## config.mk

```make
export PLATFORM = sky130hd
export DESIGN_NAME = bca_ctrl
export DESIGN_NICKNAME = d
export VERILOG_FILES = /design/src/sv/bca_pkg.sv /design/src/sv/bca_ctrl.sv
export VERILOG_INCLUDE_DIRS = /design/src /design/src/sv
export SDC_FILE = /design/constraint.sdc
export NUM_CORES = 1
export LEC_CHECK = 0
export ABC_AREA = 0
export BUFFER_PORTS_ARGS = -buffer_cell sky130_fd_sc_hd__buf_4
export CAP_MARGIN = 20
export CORE_AREA = 4 4 131 133
export DETAILED_ROUTE_END_ITERATION = 7
export DIE_AREA = 0 0 135 137
export HOLD_SLACK_MARGIN = 0.12
export PLACE_DENSITY = 0.79
export SLEW_MARGIN = 40
export SYNTH_ARGS = -nofsm -noshare
export SYNTH_HDL_FRONTEND = slang
export SYNTH_SLANG_ARGS = --single-unit
```

## constraint.sdc

```tcl
create_clock -name clk -period 4.5 [get_ports clk]
set_clock_uncertainty 0.2 [all_clocks]
set_input_delay 0.45 -clock clk [delete_from_list [all_inputs] [get_ports clk]]
set_output_delay 0.45 -clock clk [all_outputs]
set_load 0.1 [all_outputs]
```

## src/sv/block_chain_allocator_top_macros.svh

```systemverilog
// ----------------------------------------------------------------------------
// Assertion macros for the block chain allocator
// Shared implication and next-cycle forms with reset disable.
// ----------------------------------------------------------------------------
`ifndef BLOCK_CHAIN_ALLOCATOR_TOP_MACROS_SVH
`define BLOCK_CHAIN_ALLOCATOR_TOP_MACROS_SVH

// Same-cycle implication.
`define BCA_ASSERT_IMP(lbl, clk, rst_n, pre, post, msg) \
	lbl: assert property (@(posedge clk) disable iff (!rst_n) (pre) |-> (post)) \
		else $error(msg);

// Next-cycle implication.
`define BCA_ASSERT_NXT(lbl, clk, rst_n, pre, post, msg) \
	lbl: assert property (@(posedge clk) disable iff (!rst_n) (pre) |=> (post)) \
		else $error(msg);

`endif

```

## src/sv/bca_pkg.sv

```systemverilog
// ----------------------------------------------------------------------------
// Block chain allocator package
// Default sizes, operation and status codes, and shared types.
// ----------------------------------------------------------------------------
package bca_pkg;

	localparam int NUM_BLOCKS_DEF  = 1024;
	localparam int BLOCK_BYTES_DEF = 4096;

	localparam int OP_W     = 3;
	localparam int STATUS_W = 2;
	localparam int OFFSET_W = 22;

	localparam logic [OP_W-1:0] OP_ALLOC      = 3'd0;
	localparam logic [OP_W-1:0] OP_NEXT       = 3'd1;
	localparam logic [OP_W-1:0] OP_EXTEND     = 3'd2;
	localparam logic [OP_W-1:0] OP_SEEK       = 3'd3;
	localparam logic [OP_W-1:0] OP_FREE_CHAIN = 3'd4;
	localparam logic [OP_W-1:0] OP_FREE_BLOCK = 3'd5;

	localparam logic [STATUS_W-1:0] ST_OK         = 2'd0;
	localparam logic [STATUS_W-1:0] ST_NO_FREE    = 2'd1;
	localparam logic [STATUS_W-1:0] ST_CHAIN_END  = 2'd2;
	localparam logic [STATUS_W-1:0] ST_QUEUE_FULL = 2'd3;

	typedef struct packed {
		logic link;
		logic queue;
	} mem_we_t;

endpackage

```

## src/sv/bca_ctrl.sv

```systemverilog
// ----------------------------------------------------------------------------
// Block chain allocator sequencer
// Writes the identity into both memories after reset, then runs each operation
// as a read of the link and free queue memories, with link walks for seek and free_chain.
// ----------------------------------------------------------------------------
`include "block_chain_allocator_top_macros.svh"

module bca_ctrl #(
	parameter int NUM_BLOCKS  = bca_pkg::NUM_BLOCKS_DEF,
	parameter int BLOCK_BYTES = bca_pkg::BLOCK_BYTES_DEF
) (
	input  logic                                  clk,
	input  logic                                  arst_n,
	input  logic                                  item_valid,
	output logic                                  item_ready,
	input  logic [bca_pkg::OP_W-1:0]              operation,
	input  logic [$clog2(NUM_BLOCKS)-1:0]         block,
	input  logic [bca_pkg::OFFSET_W-1:0]          byte_offset,
	output bca_pkg::mem_we_t                      mem_we,
	output logic [$clog2(NUM_BLOCKS)-1:0]         link_raddr,
	output logic [$clog2(NUM_BLOCKS)-1:0]         link_waddr,
	output logic [$clog2(NUM_BLOCKS)-1:0]         link_wdata,
	input  logic [$clog2(NUM_BLOCKS)-1:0]         link_rdata,
	output logic [$clog2(NUM_BLOCKS)-1:0]         queue_raddr,
	output logic [$clog2(NUM_BLOCKS)-1:0]         queue_waddr,
	output logic [$clog2(NUM_BLOCKS)-1:0]         queue_wdata,
	input  logic [$clog2(NUM_BLOCKS)-1:0]         queue_rdata,
	output logic                                  res_valid,
	input  logic                                  res_ready,
	output logic [$clog2(NUM_BLOCKS)-1:0]         res_block,
	output logic [$clog2(BLOCK_BYTES)-1:0]        res_offset,
	output logic [$clog2(NUM_BLOCKS+1)-1:0]       res_freed,
	output logic [bca_pkg::STATUS_W-1:0]          res_status
);

	localparam int BW = $clog2(NUM_BLOCKS);
	localparam int CW = $clog2(NUM_BLOCKS + 1);
	localparam int OW = $clog2(BLOCK_BYTES);
	localparam int FW = bca_pkg::OFFSET_W;
	localparam logic [FW-1:0] BB_OFF   = FW'(BLOCK_BYTES);
	localparam logic [CW-1:0] CAPACITY = CW'(NUM_BLOCKS);
	localparam logic [BW-1:0] LAST_BLK = BW'(NUM_BLOCKS - 1);

	typedef enum logic [1:0] {
		S_INIT,
		S_IDLE,
		S_EXEC,
		S_HOLD
	} state_t;

	state_t                        state_q;
	logic [BW-1:0]                 init_cnt_q;
	logic [BW-1:0]                 head_q;
	logic [BW-1:0]                 tail_q;
	logic [CW-1:0]                 total_q;
	logic [bca_pkg::OP_W-1:0]      op_q;
	logic [BW-1:0]                 cur_q;
	logic [FW-1:0]                 rem_q;
	logic [CW-1:0]                 freed_q;
	logic [BW-1:0]                 hold_block_q;
	logic [OW-1:0]                 hold_offset_q;
	logic [CW-1:0]                 hold_freed_q;
	logic [bca_pkg::STATUS_W-1:0]  hold_status_q;

	logic [BW-1:0]                 blk_mod;
	logic                          link_end;
	logic                          q_empty;
	logic                          q_full;
	logic                          fin;
	logic                          walk;
	logic                          pop;
	logic                          push;
	logic                          lwe;
	logic [BW-1:0]                 lwdata;
	logic [BW-1:0]                 c_block;
	logic [OW-1:0]                 c_offset;
	logic [CW-1:0]                 c_freed;
	logic [bca_pkg::STATUS_W-1:0]  c_status;
	logic [BW-1:0]                 head_inc;
	logic [BW-1:0]                 tail_inc;
	logic [CW:0]                   tail_sum;
	logic [BW-1:0]                 exp_tail;

	assign blk_mod  = ({1'b0, block} >= (BW+1)'(NUM_BLOCKS)) ? block - BW'(NUM_BLOCKS) : block;
	assign link_end = (link_rdata == cur_q);
	assign q_empty  = (total_q == '0);
	assign q_full   = (total_q == CAPACITY);
	assign head_inc = (head_q == LAST_BLK) ? '0 : head_q + BW'(1);
	assign tail_inc = (tail_q == LAST_BLK) ? '0 : tail_q + BW'(1);

	always_comb begin
		fin      = 1'b0;
		walk     = 1'b0;
		pop      = 1'b0;
		push     = 1'b0;
		lwe      = 1'b0;
		lwdata   = cur_q;
		c_block  = '0;
		c_offset = '0;
		c_freed  = '0;
		c_status = bca_pkg::ST_OK;
		if (state_q == S_EXEC) begin
			case (op_q)
				bca_pkg::OP_ALLOC: begin
					fin = 1'b1;
					if (!q_empty) begin
						pop     = 1'b1;
						c_block = queue_rdata;
					end else begin
						c_status = bca_pkg::ST_NO_FREE;
					end
				end
				bca_pkg::OP_NEXT: begin
					fin     = 1'b1;
					c_block = link_rdata;
					if (link_end) begin
						c_status = bca_pkg::ST_CHAIN_END;
					end
				end
				bca_pkg::OP_EXTEND: begin
					fin = 1'b1;
					if (!link_end) begin
						c_block = link_rdata;
					end else if (!q_empty) begin
						pop     = 1'b1;
						lwe     = 1'b1;
						lwdata  = queue_rdata;
						c_block = queue_rdata;
					end else begin
						c_block  = cur_q;
						c_status = bca_pkg::ST_NO_FREE;
					end
				end
				bca_pkg::OP_SEEK: begin
					c_block = cur_q;
					if (rem_q < BB_OFF) begin
						fin      = 1'b1;
						c_offset = rem_q[OW-1:0];
					end else if (link_end) begin
						fin      = 1'b1;
						c_status = bca_pkg::ST_CHAIN_END;
					end else begin
						walk = 1'b1;
					end
				end
				bca_pkg::OP_FREE_CHAIN: begin
					if (q_full) begin
						fin      = 1'b1;
						c_freed  = freed_q;
						c_status = bca_pkg::ST_QUEUE_FULL;
					end else begin
						push    = 1'b1;
						lwe     = 1'b1;
						c_freed = freed_q + CW'(1);
						if (link_end) begin
							fin = 1'b1;
						end else begin
							walk = 1'b1;
						end
					end
				end
				bca_pkg::OP_FREE_BLOCK: begin
					fin = 1'b1;
					if (q_full) begin
						c_status = bca_pkg::ST_QUEUE_FULL;
					end else begin
						push    = 1'b1;
						lwe     = 1'b1;
						c_freed = CW'(1);
					end
				end
				default: begin
					fin = 1'b1;
				end
			endcase
		end
	end

	assign item_ready = (state_q == S_IDLE);

	assign link_raddr  = (state_q == S_IDLE) ? blk_mod : (walk ? link_rdata : cur_q);
	assign mem_we.link = (state_q == S_INIT) || lwe;
	assign link_waddr  = (state_q == S_INIT) ? init_cnt_q : cur_q;
	assign link_wdata  = (state_q == S_INIT) ? init_cnt_q : lwdata;

	assign queue_raddr  = head_q;
	assign mem_we.queue = (state_q == S_INIT) || push;
	assign queue_waddr  = (state_q == S_INIT) ? init_cnt_q : tail_q;
	assign queue_wdata  = (state_q == S_INIT) ? init_cnt_q : cur_q;

	assign res_valid  = fin || (state_q == S_HOLD);
	assign res_block  = (state_q == S_HOLD) ? hold_block_q  : c_block;
	assign res_offset = (state_q == S_HOLD) ? hold_offset_q : c_offset;
	assign res_freed  = (state_q == S_HOLD) ? hold_freed_q  : c_freed;
	assign res_status = (state_q == S_HOLD) ? hold_status_q : c_status;

	always_ff @(posedge clk or negedge arst_n) begin
		if (!arst_n) begin
			state_q       <= S_INIT;
			init_cnt_q    <= '0;
			head_q        <= '0;
			tail_q        <= '0;
			total_q       <= CAPACITY;
			op_q          <= bca_pkg::OP_ALLOC;
			cur_q         <= '0;
			rem_q         <= '0;
			freed_q       <= '0;
			hold_block_q  <= '0;
			hold_offset_q <= '0;
			hold_freed_q  <= '0;
			hold_status_q <= bca_pkg::ST_OK;
		end else begin
			case (state_q)
				S_INIT: begin
					init_cnt_q <= init_cnt_q + BW'(1);
					if (init_cnt_q == LAST_BLK) begin
						state_q <= S_IDLE;
					end
				end
				S_IDLE: begin
					if (item_valid) begin
						op_q    <= operation;
						cur_q   <= blk_mod;
						rem_q   <= byte_offset;
						freed_q <= '0;
						state_q <= S_EXEC;
					end
				end
				S_EXEC: begin
					if (pop) begin
						head_q  <= head_inc;
						total_q <= total_q - CW'(1);
					end
					if (push) begin
						tail_q  <= tail_inc;
						total_q <= total_q + CW'(1);
					end
					freed_q <= c_freed;
					if (walk) begin
						cur_q <= link_rdata;
						if (op_q == bca_pkg::OP_SEEK) begin
							rem_q <= rem_q - BB_OFF;
						end
					end
					if (fin) begin
						hold_block_q  <= c_block;
						hold_offset_q <= c_offset;
						hold_freed_q  <= c_freed;
						hold_status_q <= c_status;
						state_q       <= res_ready ? S_IDLE : S_HOLD;
					end
				end
				S_HOLD: begin
					if (res_ready) begin
						state_q <= S_IDLE;
					end
				end
				default: begin
					state_q <= S_IDLE;
				end
			endcase
		end
	end

	assign tail_sum = (CW+1)'(head_q) + (CW+1)'(total_q);
	assign exp_tail = (tail_sum >= (CW+1)'(NUM_BLOCKS)) ?
		BW'(tail_sum - (CW+1)'(NUM_BLOCKS)) : BW'(tail_sum);

	`BCA_ASSERT_IMP(a_total_bound, clk, arst_n, 1'b1, total_q <= CAPACITY, "Free count exceeds capacity.")
	`BCA_ASSERT_IMP(a_tail_tracks, clk, arst_n, 1'b1, tail_q == exp_tail, "Queue tail out of step.")
	`BCA_ASSERT_NXT(a_accept_exec, clk, arst_n, item_valid && item_ready, state_q == S_EXEC, "Beat lost.")
	`BCA_ASSERT_IMP(a_pop_xor_push, clk, arst_n, 1'b1, !(pop && push), "Pop and push together.")

endmodule

```

==> flow_summary.rst, run 1 <==
.. list-table::
   :header-rows: 1

   * - Metric
     - Value
   * - Insertion delay to the later sink of the worst-skew pair
     - 0.42 ns
   * - Fraction of layout instances using a drive strength above 1
     - 21.30%
   * - Worst endpoint required time
     - 3.85 ns
   * - DRT iter0 DRCs
     - 630
   * - Ranking of synthesized cells by instance count
     - 192 x nand2_1, 123 x dfrtp_1, 106 x o21ai_0
   * - Relative max-transition margin
     - 46.86%
   * - Nets
     - 1128
   * - Pre-CTS setup slack
     - 0.4968 ns
   * - Portion of the post-synthesis area used by sequential elements
     - 40.87%
   * - Top achievable clock speed
     - 235.1 MHz
   * - Total overflow reported by the global router
     - 0
   * - Wire per inst
     - 17.09 um
   * - Final cycle utilization of the critical path
     - 94.51%
   * - Most used standard cell by instance count after synthesis
     - nand2_1
   * - Synthesized area divided by synthesized cell count
     - 8.495 sq um
   * - Gate count of the mapped netlist
     - 894
   * - Largest cells by area after synthesis
     - dfrtp_1 41%, nand2_1 9.5%, o21ai_0 7.0%, xnor2_1 3.6%, a21oi_1 3.5%
   * - Class of the most critical hold timing path
     - input pin to register
   * - Maximum number of pins on one net before global-route repair
     - 67
   * - Quantity of I/O buffers inserted on ports
     - 157
   * - Count of final max-slew check failures
     - 0
   * - R2R Path Start
     - total_q[0]$_DFFE_PN0P_
   * - Synth-to-layout area growth
     - 27.91%
   * - Number of cells upsized or downsized after cts
     - 0
   * - Cell area after synthesis
     - 7595 sq um
   * - Via/cell ratio
     - 5.766
   * - Maximum buffer depth of the clock tree
     - 2
   * - Drc violations
     - 0
   * - Crit Path Max Fanout
     - 11
   * - Number of enable flip-flop cells after synthesis
     - 0
   * - Worst Setup Start Kind
     - register
   * - Cell at the root of the clock tree
     - clkbuf_16
   * - Number of library cell types mapped by synthesis
     - 61
   * - Least-Margin Pin Slew
     - 0.7912 ns
   * - Class of the most critical setup path
     - register to output pin
   * - Element type at the critical path end
     - output pin
   * - Die Y-Extent
     - 137 um
   * - Boundary Pins
     - 158
   * - Worst reg-to-reg setup slack
     - 0.46 ns
   * - Inserted Diodes
     - 0
   * - Number of buffers inserted to repair setup after CTS
     - 0
   * - Clock edge transition at the registers on the reported setup and hold paths
     - 0.05 ns
   * - Post-Synthesis Net Count
     - 973
   * - Number of warning messages in the yosys log
     - 0
   * - Number of placed instances with taps included
     - 1222
   * - RSZ-0062 raised after global routing
     - no
   * - Final design area excluding fillers
     - 9714 sq um
   * - DR pass1 iterations
     - 6
   * - Cell type with the largest total area after synthesis
     - dfrtp_1
   * - Final setup viols
     - 0
   * - Run status
     - completed
   * - Remaining number of nets flagged by the antenna check after routing
     - 0
   * - Data arrival time of the critical path
     - 3.60 ns
   * - Synthesis-stage register bit count
     - 124
   * - Total Die Area
     - 18500 sq um
   * - Floorplan row count
     - 46
   * - Capturing instance or port of the critical path
     - link_raddr[3]
   * - Wire length of the first global-routing pass
     - 35400 um
   * - Count of hold buffers inserted by post-cts repair
     - 24
   * - R2R Path End
     - total_q[9]$_DFFE_PN0P_
   * - Proportion of synthesized flip-flops having asynchronous set or reset
     - 100.0%
   * - Final hold violation count
     - 0
   * - Core region area
     - 15830 sq um
   * - Min Clock Period, post-route
     - 4.253 ns
   * - Total via count in the routed design
     - 7363
   * - Number of cells on the worst reg-to-reg path
     - 11
   * - TritonCTS clock tree
     - yes
   * - Num CTS Buffers
     - 17
   * - Main flop type after synthesis
     - dfrtp_1
   * - Maximum capacitance violations
     - 0
   * - Chip width
     - 135 um
   * - Area share of the largest cell type after synthesis
     - 40.53%
   * - Post-Route WL
     - 21820 um
   * - Combined global-route utilization of all metal layers
     - 23.89%
   * - Fin cells
     - 1277
   * - Detail Placement HPWL
     - 15380 um
   * - Placement Cell Area
     - 8870 sq um
   * - Initial antenna violation count
     - 0
   * - Launching element of the worst setup path
     - rem_q[12]$_DFFE_PN0P_
   * - Number of sinks on the clock net
     - 124
   * - Smallest setup slack after layout
     - 0.2469 ns
   * - Routability cong.
     - 0.9367
   * - Initial cell density of the core
     - 47.98%
   * - Vias in the first global route
     - 7103
   * - Number of levels the H-tree was split into
     - 4
==> through the flow <==
step                      TNS [ns]  util, %  hold WS, ns
after CTS                        0    61.29       0.1206
after global placement           0    56.02       0.2580
after detailed placement         0    56.04       0.2630
after floorplan            -0.7660        -     -0.04559
final                            0    61.38       0.1394
after global routing             0    61.38       0.1359
==> area by class of cell <==
cell class | instances | area [sq um]
Fill cell | 1338 | 6113
Multi-Input combinational cell | 677 | 4081
Sequential cell | 124 | 3104
Timing Repair Buffer | 195 | 1540
Clock buffer | 26 | 509.2
Tap cell | 216 | 270.3
Inverter | 34 | 127.6
Clock inverter | 5 | 81.33
==> flip-flops by register name (all words and copies together) (netlist names), 11 cells and up <==
name / cells
freed_q: 11
hold_freed_q: 11
hold_offset_q: 12
rem_q: 22
total_q: 11
==> cells by family (layout without fill, tap and decap cells) <==
family                     after synthesis  in the layout  share of synthesized area (%)
xor gates and xnor gates                46             46                          5.305
and+or+nand+nor                        321            321                          19.56
AOI/OAI and AO/OA                      259            259                          20.99
buffers and inverters                   93            260                          5.700
adders and majority gates               20             20                          3.394
muxes                                   31             31                          4.184
DFF                                    124            124                          40.87
==> worst min-delay path by stage <==
| stage | start | to | slack, ns | depth (start not counted) |
|---|---|---|---|---|
| 2_1_floorplan | arst_n | cur_q[0]$_DFFE_PN0P_ | -0.05 | 0 |
| 3_3_place_gp | hold_offset_q[11]$_DFFE_PN0P_ | hold_offset_q[11]$_DFFE_PN0P_ | 0.26 | 2 |
| 3_5_place_dp | hold_offset_q[8]$_DFFE_PN0P_ | hold_offset_q[8]$_DFFE_PN0P_ | 0.26 | 2 |
| 4_1_cts | queue_rdata[0] | hold_block_q[0]$_DFFE_PN0P_ | 0.12 | 3 |
| 5_1_grt | queue_rdata[0] | hold_block_q[0]$_DFFE_PN0P_ | 0.14 | 3 |
| 6_report | block[7] | cur_q[7]$_DFFE_PN0P_ | 0.14 | 3 |
==> worst max-delay path: stages, from the launching register on <==
cell	delay [ns]
dfrtp_1	0.38
inv_1	0.08
ha_1	0.19
or4b_4	0.51
nor4_4	0.37
o32ai_2	0.22
nand3_1	0.46
buf_4	0.31
mux2i_1	0.09
a21oi_1	0.22
buf_4	0.34
==> placed cells by master (no fill, tap or decap), types with 15 or more instances in the layout <==
master	instances
nor2_1	34
xor2_1	15
nand2_1	192
mux2i_1	25
dfrtp_1	123
inv_1	34
dlygate4sd3_1	24
clkbuf_16	17
xnor2_1	31
a21oi_1	53
ha_1	17
buf_4	169
o31ai_1	20
o21ai_0	96
nand3_1	28
==> per-layer routing <==
metal  global-route usage, %  wire length (um)
met5                       0                 0
met4                   11.25               759
met3                   5.184              1560
met2                   39.11             10470
met1                   30.30              9025
Power of run 1 is left out: the tool's default activity adds up to more than one toggle a clock period on the data nets, which glitch-free logic cannot reach.
==> run 2: changes to the inputs <==
Settings changed: ABC_AREA 0 to 1, CORE_AREA 4 4 131 133 to 4 4 135 137, DIE_AREA 0 0 135 137 to 0 0 139 141, PLACE_DENSITY 0.79 to 0.78.
==> run 2 against run 1 <==
  * Via count grew 11%
  * Global-route usage fell by 0.40 points
  * Register-to-register slack better by 0.55 ns
  * Synthesized area increased by 6.6%
  * Synthesized cell count grew 31%
  * Highest routed layer unchanged
  * Fmax grew 8.9%
  * Cell count rose by 22%
  * Sequential share of layout area fell by 1.1 points
  * Routed wire length up 4.7%
  * First-iteration DRC count up 14%
  * Core utilization fell by 2.4 points
==> flow_summary.rst, run 2 <==
.. list-table::
   :header-rows: 1

   * - Metric
     - Value
   * - Smallest setup slack after layout
     - 0.5936 ns
   * - Flip-flop count of the largest register after layout
     - 22
   * - Class of the most critical hold timing path
     - input pin to register
   * - Via/cell ratio
     - 5.258
   * - Floorplan row count
     - 48
   * - Element type at the critical path end
     - output pin
   * - Clock edge transition at the registers on the reported setup and hold paths
     - 0.06 ns
   * - Number of library cell types mapped by synthesis
     - 43
   * - Reg with most FFs
     - rem_q
   * - Wire length of the first global-routing pass
     - 37680 um
   * - RSZ-0062 raised after global routing
     - no
   * - Relative max-transition margin
     - 47.60%
   * - Final setup viols
     - 0
   * - Fin Hold WS
     - 0.1353 ns
   * - Synthesis-stage register bit count
     - 124
   * - Maximum capacitance violations
     - 0
   * - Setup TNS after final layout
     - 0 ns
   * - Combined global-route utilization of all metal layers
     - 23.49%
   * - Count of final max-slew check failures
     - 0
   * - DRT iter0 DRCs
     - 719
   * - Min Clock Period, post-route
     - 3.906 ns
   * - Class of the most critical setup path
     - register to output pin
   * - DR pass1 iterations
     - 5
   * - Worst Setup Start Kind
     - register
   * - Least-Margin Pin Slew
     - 0.7840 ns
   * - Cell type with the largest total area after synthesis
     - dfrtp_1
   * - Num CTS Buffers
     - 17
   * - Final hold violation count
     - 0
   * - Worst endpoint required time
     - 3.85 ns
   * - Initial antenna violation count
     - 0
   * - Final cycle utilization of the critical path
     - 86.81%
   * - Met1 track utilization from global routing
     - 30.92%
   * - Remaining number of nets flagged by the antenna check after routing
     - 0
   * - Die Y-Extent
     - 141 um
   * - Inserted Diodes
     - 0
   * - Core region area
     - 17060 sq um
   * - Most used standard cell by instance count after synthesis
     - nand2_1
   * - Number of buffers inserted to repair setup after CTS
     - 0
   * - Commonest non-fill, non-tap cell in the layout
     - nand2_1
   * - Most crowded layer after global routing
     - met2
   * - Synth-to-layout area growth
     - 24.20%
   * - Met3 usage
     - 3.901%
   * - Portion of the post-synthesis area used by sequential elements
     - 38.35%
   * - Global routing met2 resource utilization
     - 39.43%
   * - Fin cells
     - 1558
   * - Quantity of I/O buffers inserted on ports
     - 157
   * - Ranking of synthesized cells by instance count
     - 388 x nand2_1, 142 x o21ai_0, 123 x dfrtp_1
   * - Data arrival time of the critical path
     - 3.26 ns
   * - Detail Placement HPWL
     - 16780 um
   * - Total Die Area
     - 19600 sq um
   * - Crit Path Max Fanout
     - 12
   * - Top achievable clock speed
     - 256.0 MHz
   * - Wire per inst
     - 14.66 um
   * - Number of enable flip-flop cells after synthesis
     - 0
   * - Proportion of synthesized flip-flops having asynchronous set or reset
     - 100.0%
   * - Pre-CTS setup slack
     - 1.034 ns
   * - Post-Synthesis Net Count
     - 1252
   * - Chip width
     - 139 um
   * - Insertion delay to the later sink of the worst-skew pair
     - 0.43 ns
   * - Nets
     - 1399
   * - Total overflow reported by the global router
     - 0
   * - Maximum buffer depth of the clock tree
     - 2
   * - TritonCTS clock tree
     - yes
   * - Cell area after synthesis
     - 8095 sq um
   * - Post-Route WL
     - 22840 um
   * - Boundary Pins
     - 158
   * - Initial cell density of the core
     - 47.46%
   * - Fraction of layout instances using a drive strength above 1
     - 16.80%
   * - Commonest non-fill, non-tap cells in the layout
     - 388 x nand2_1, 166 x buf_4, 141 x o21ai_0
   * - Maximum number of pins on one net before global-route repair
     - 68
   * - Synthesized area divided by synthesized cell count
     - 6.901 sq um
   * - Routability cong.
     - 0.9235
   * - Number of warning messages in the yosys log
     - 0
   * - Number of levels the H-tree was split into
     - 4
   * - Total via count in the routed design
     - 8192
   * - Number of placed instances with taps included
     - 1507
   * - Gate count of the mapped netlist
     - 1173
   * - Number of sinks on the clock net
     - 124
   * - Run status
     - completed
   * - Area share of the largest cell type after synthesis
     - 38.02%
   * - Largest cells by area after synthesis
     - dfrtp_1 38%, nand2_1 18%, o21ai_0 8.8%, nand3_1 5.9%, inv_1 5.1%
   * - Main flop type after synthesis
     - dfrtp_1
   * - Registers with the highest flip-flop counts
     - rem_q (22), hold_offset_q (12)
   * - Vias in the first global route
     - 7549
   * - Cell at the root of the clock tree
     - clkbuf_16
   * - Drc violations
     - 0
[run 2: cell types whose count changed after synthesis, sizes merged, moves of 10 or more]
cell / change
o21ai: +33
and3: -10
xor2: +16
mux2i: -25
o32ai: -12
inv: +82
xnor2: -25
o31ai: -19
nor2: +50
nand2: +199
nand3: +68
[run 2: what timing repair did]
item	4_1_cts	5_1_grt
hold buffers	19	0
gates resized for setup	0	0
endpoints found under the hold margin	83	0
[run 2: logic make-up (layout without fill, tap and decap cells)]
group                    after synthesis  count (layout)  share of synthesized area (%)
AND/OR/NAND/NOR                      607             607                          31.42
AO/OA/AOI/OAI                        209             209                          13.63
buffers and inverters                176             336                          9.413
flip-flops                           124             124                          38.35
XOR/XNOR                              37              37                          4.003
adder cells (fa/ha/maj)               20              20                          3.184
[run 2: stage by stage]
step | util, % | instance area, sq um
finish | 58.95 | 10050
global route | 58.95 | 10050
CTS | 58.92 | 10050
detailed placement | 54.63 | 9318
global placement | 54.61 | 9314
floorplan | - | 8095
[run 2: area by class of cell]
| class | instances | area (sq um) |
|---|---|---|
| inverter | 118 | 442.9 |
| sequential | 124 | 3104 |
| timing repair buffer | 186 | 1448 |
| multi-input combinational | 873 | 4237 |
| tap | 225 | 281.5 |
| clock inverter | 14 | 112.6 |
| fill | 1631 | 7002 |
| clock buffer | 18 | 429.2 |
[run 2: critical path, stage by stage, from the launching register on]
cell,delay [ns]
dfrtp_1,0.45
nor2_1,0.12
nand3_1,0.11
nor2_1,0.14
nand2_1,0.27
nand2_1,0.17
nor2_1,0.05
nand2_1,0.07
nand2_2,0.19
nand2_1,0.41
nand2_1,0.13
nand2_1,0.08
nand2_1,0.05
o21ai_0,0.21
buf_4,0.38
[run 2: worst paths after layout]
kind,slack (ns),cells past startpoint,startpoint,endpoint
setup / recovery,0.59,14,total_q[0]$_DFFE_PN0P_,link_raddr[7]
hold / removal,0.14,3,byte_offset[20],rem_q[20]$_DFFE_PN0P_
setup reg to reg,1.01,15,state_q[0]$_DFFE_PN0P_,total_q[8]$_DFFE_PN0P_
hold reg to reg,0.27,2,hold_offset_q[1]$_DFFE_PN0P_,hold_offset_q[1]$_DFFE_PN0P_
max in group asynchronous,2.80,3,arst_n,total_q[10]$_DFFE_PN1P_
min in group asynchronous,0.38,2,arst_n,queue_raddr[9]$_DFFE_PN0P_
[run 2: layer usage]
metal / share of wire [%] / wire [um]
met5: 0 / 0
met4: 2.5 / 567
met3: 5.6 / 1275
met2: 48 / 11030
met1: 44 / 9968
Power of run 2 is left out for the same reason.
==> run 3: changes to the inputs <==
Settings changed: REMOVE_ABC_BUFFERS from default to 1.
Clock period 4.5 ns to 3.61 ns, I/O delays scaled along.
==> run 3 against run 2 <==
  * Cell count grew 1.3%
  * Via count grew 1.7%
  * Design area grew 3.6%
  * Routed wire length grew 3.6%
  * Global-route usage grew 0.78 points
  * Sequential share of layout area shrank 1.1 points
  * Critical path type unchanged
==> flow_summary.rst, run 3 (synthesized netlist as in run 2, its figures left out) <==
.. list-table::
   :header-rows: 1

   * - Metric
     - Value
   * - Detail Placement HPWL
     - 16540 um
   * - Total Die Area
     - 19600 sq um
   * - Total overflow reported by the global router
     - 0
   * - Area taken by flip-flops and latches
     - 3104 sq um
   * - Data arrival time of the critical path
     - 2.78 ns
   * - Drc violations
     - 0
   * - RSZ-0062 raised after global routing
     - no
   * - Crit-path cells
     - or2_2 > nor2_1 > nand2_4 > o21ai_0 > nand2_1 > nand3_1 > nand2_1 > o21ai_1 > buf_4
   * - Insertion delay to the later sink of the worst-skew pair
     - 0.42 ns
   * - Die Y-Extent
     - 141 um
   * - Max stage delay cell, worst path
     - dfrtp_1
   * - FILL cells
     - 1552
   * - TritonCTS clock tree
     - yes
   * - Commonest non-fill, non-tap cell in the layout
     - nand2_1
   * - Num CTS Buffers
     - 17
   * - Initial antenna violation count
     - 0
   * - Internal
     - 0.004579 W
   * - Clock edge transition at the registers on the reported setup and hold paths
     - 0.06 ns
   * - Routability cong.
     - 0.8910
   * - Maximum number of pins on one net before global-route repair
     - 78
   * - Registers with the highest flip-flop counts
     - rem_q (22), hold_offset_q (12)
   * - Total via count in the routed design
     - 8332
   * - Worst Setup Start Kind
     - register
   * - Top achievable clock speed
     - 299.6 MHz
   * - Max IR drop VDD
     - 1.200 mV
   * - Most used cell along the critical path
     - nand2_1
   * - Element type at the critical path end
     - output pin
   * - Fraction of layout instances using a drive strength above 1
     - 17.06%
   * - Initial cell density of the core
     - 47.46%
   * - Quantity of I/O buffers inserted on ports
     - 157
   * - Class of the most critical setup path
     - register to output pin
   * - Maximum buffer depth of the clock tree
     - 2
   * - Flop pwr share
     - 20.5%
   * - Via/cell ratio
     - 5.277
   * - Met3 usage
     - 6.174%
   * - Least-Margin Pin Slew
     - 0.6971 ns
   * - Combined global-route utilization of all metal layers
     - 24.27%
   * - Number of sinks on the clock net
     - 124
   * - Crit Path Max Fanout
     - 27
   * - Portion of total power attributed to combinational logic
     - 62.7%
   * - Tot Pwr
     - 0.01092 W
   * - Worst endpoint required time
     - 3.05 ns
   * - Vias in the first global route
     - 8055
   * - Switching share of total power
     - 58.07%
   * - Pwr per Cell Area
     - 1049 nW/um^2
   * - DR pass1 iterations
     - 6
   * - Wire length of the first global-routing pass
     - 39060 um
   * - Number of placed instances with taps included
     - 1512
   * - Chip width
     - 139 um
   * - Met1 track utilization from global routing
     - 31.84%
   * - Core region area
     - 17060 sq um
   * - Cell at the root of the clock tree
     - clkbuf_16
   * - Most crowded layer after global routing
     - met2
   * - Fin cells
     - 1579
   * - Maximum capacitance violations
     - 0
   * - Area of the multi-input gates
     - 4257 sq um
   * - Global routing met2 resource utilization
     - 38.61%
   * - Class of the most critical hold timing path
     - input pin to register
   * - Count of final max-slew check failures
     - 0
   * - Nets
     - 1421
   * - Min Clock Period, post-route
     - 3.338 ns
   * - Post-Route WL
     - 23660 um
   * - Run status
     - completed
   * - Remaining number of nets flagged by the antenna check after routing
     - 0
   * - Largest stage delay, worst path
     - 0.41 ns
   * - P_sw
     - 0.006342 W
   * - Final cycle utilization of the critical path
     - 92.46%
   * - Synth-to-layout area growth
     - 28.67%
   * - Inserted Diodes
     - 0
   * - Floorplan row count
     - 48
   * - Leakage power total
     - 5.349 nW
   * - Final core occ
     - 61.07%
   * - Portion of total power attributed to the clock network
     - 16.8%
   * - DRT iter0 DRCs
     - 623
   * - Flip-flop count of the largest register after layout
     - 22
   * - Final setup viols
     - 0
   * - Relative max-transition margin
     - 53.52%
   * - Commonest non-fill, non-tap cells in the layout
     - 385 x nand2_1, 165 x buf_4, 141 x o21ai_0
   * - Number of levels the H-tree was split into
     - 4
   * - Reg with most FFs
     - rem_q
   * - Boundary Pins
     - 158
   * - Final hold violation count
     - 0
   * - Wire per inst
     - 14.98 um
[run 3: changes by cell type in the layout (fill, tap and decap cells not counted), sizes merged]
cell	delta
buf	+4
bufinv	+4
clkbuf	+3
clkinvlp	-2
dlygate4sd3	+17
inv	-5
[run 3: what timing repair did]
action / 4_1_cts / 5_1_grt
endpoints found under the hold margin: 82 / 0
resized for setup: 1 / 13
endpoints found under the setup margin: 2 / 17
buffers inserted: 0 / 0
hold buffers: 36 / 0
[run 3: metrics by stage]
stage | area [sq um] | setup slack (ns) | hold slack [ns] | setup TNS [ns]
finish | 10420 | 0.2721 | 0.1329 | 0
global route | 10420 | 0.004826 | 0.1413 | 0
floorplan | 7776 | -2.155 | -0.1346 | -98.72
global placement | 9376 | 0.4698 | 0.2365 | 0
detailed placement | 9376 | 0.4375 | 0.2307 | 0
CTS | 10370 | 0.01027 | 0.1241 | 0
[run 3: worst max-delay path, delay by kind of cell (launching register included)]
kind	cells	cell delay (ns)
AOI/OAI and AO/OA	2	0.54
buffers and inverters	1	0.35
DFF	1	0.41
and+or+nand+nor	6	1.04
[run 3: area by class of cell]
type / instances / share of cell area [%]
Inverter: 118 / 4.252
Timing Repair Buffer: 208 / 16.30
Clock inverter: 11 / 1.598
Clock buffer: 20 / 4.481
Sequential cell: 124 / 29.80
Multi-Input combinational cell: 873 / 40.86
Tap cell: 225 / 2.703
[run 3: path summary, 6_finish.rpt]
| check | start | end | slack (ns) | cells past startpoint |
|---|---|---|---|---|
| max in group asynchronous | arst_n | hold_block_q[0]$_DFFE_PN0P_ | 2.03 | 3 |
| max | total_q[8]$_DFFE_PN0P_ | res_block[2] | 0.27 | 9 |
| min reg2reg | hold_offset_q[6]$_DFFE_PN0P_ | hold_offset_q[6]$_DFFE_PN0P_ | 0.27 | 2 |
| min | block[0] | cur_q[0]$_DFFE_PN0P_ | 0.13 | 5 |
| min in group asynchronous | arst_n | hold_offset_q[9]$_DFFE_PN0P_ | 0.31 | 2 |
| max reg2reg | state_q[0]$_DFFE_PN0P_ | total_q[8]$_DFFE_PN0P_ | 0.55 | 15 |
[run 3: metal layers]
metal / vias to the layer above / share of wire (%) / routed length [um]
li1: 4112 / - / -
met1: 3813 / 43 / 10090
met2: 354 / 46 / 10840
met3: 53 / 8.7 / 2049
met4: 0 / 2.9 / 686
met5: - / 0 / 0
[run 3: power groups by stage]
stage | sequential [W] | combinational, W | clock, W
final | 0.00224 | 0.00685 | 0.00183
after global routing | 0.00230 | 0.00729 | 0.00194
after CTS | 0.00223 | 0.00679 | 0.00185
after detailed placement | 0.00224 | 0.00673 | 0
after global placement | 0.00222 | 0.00666 | 0
after floorplan | 0.00233 | 0.00509 | 0
(Power assumes the default switching activity.)
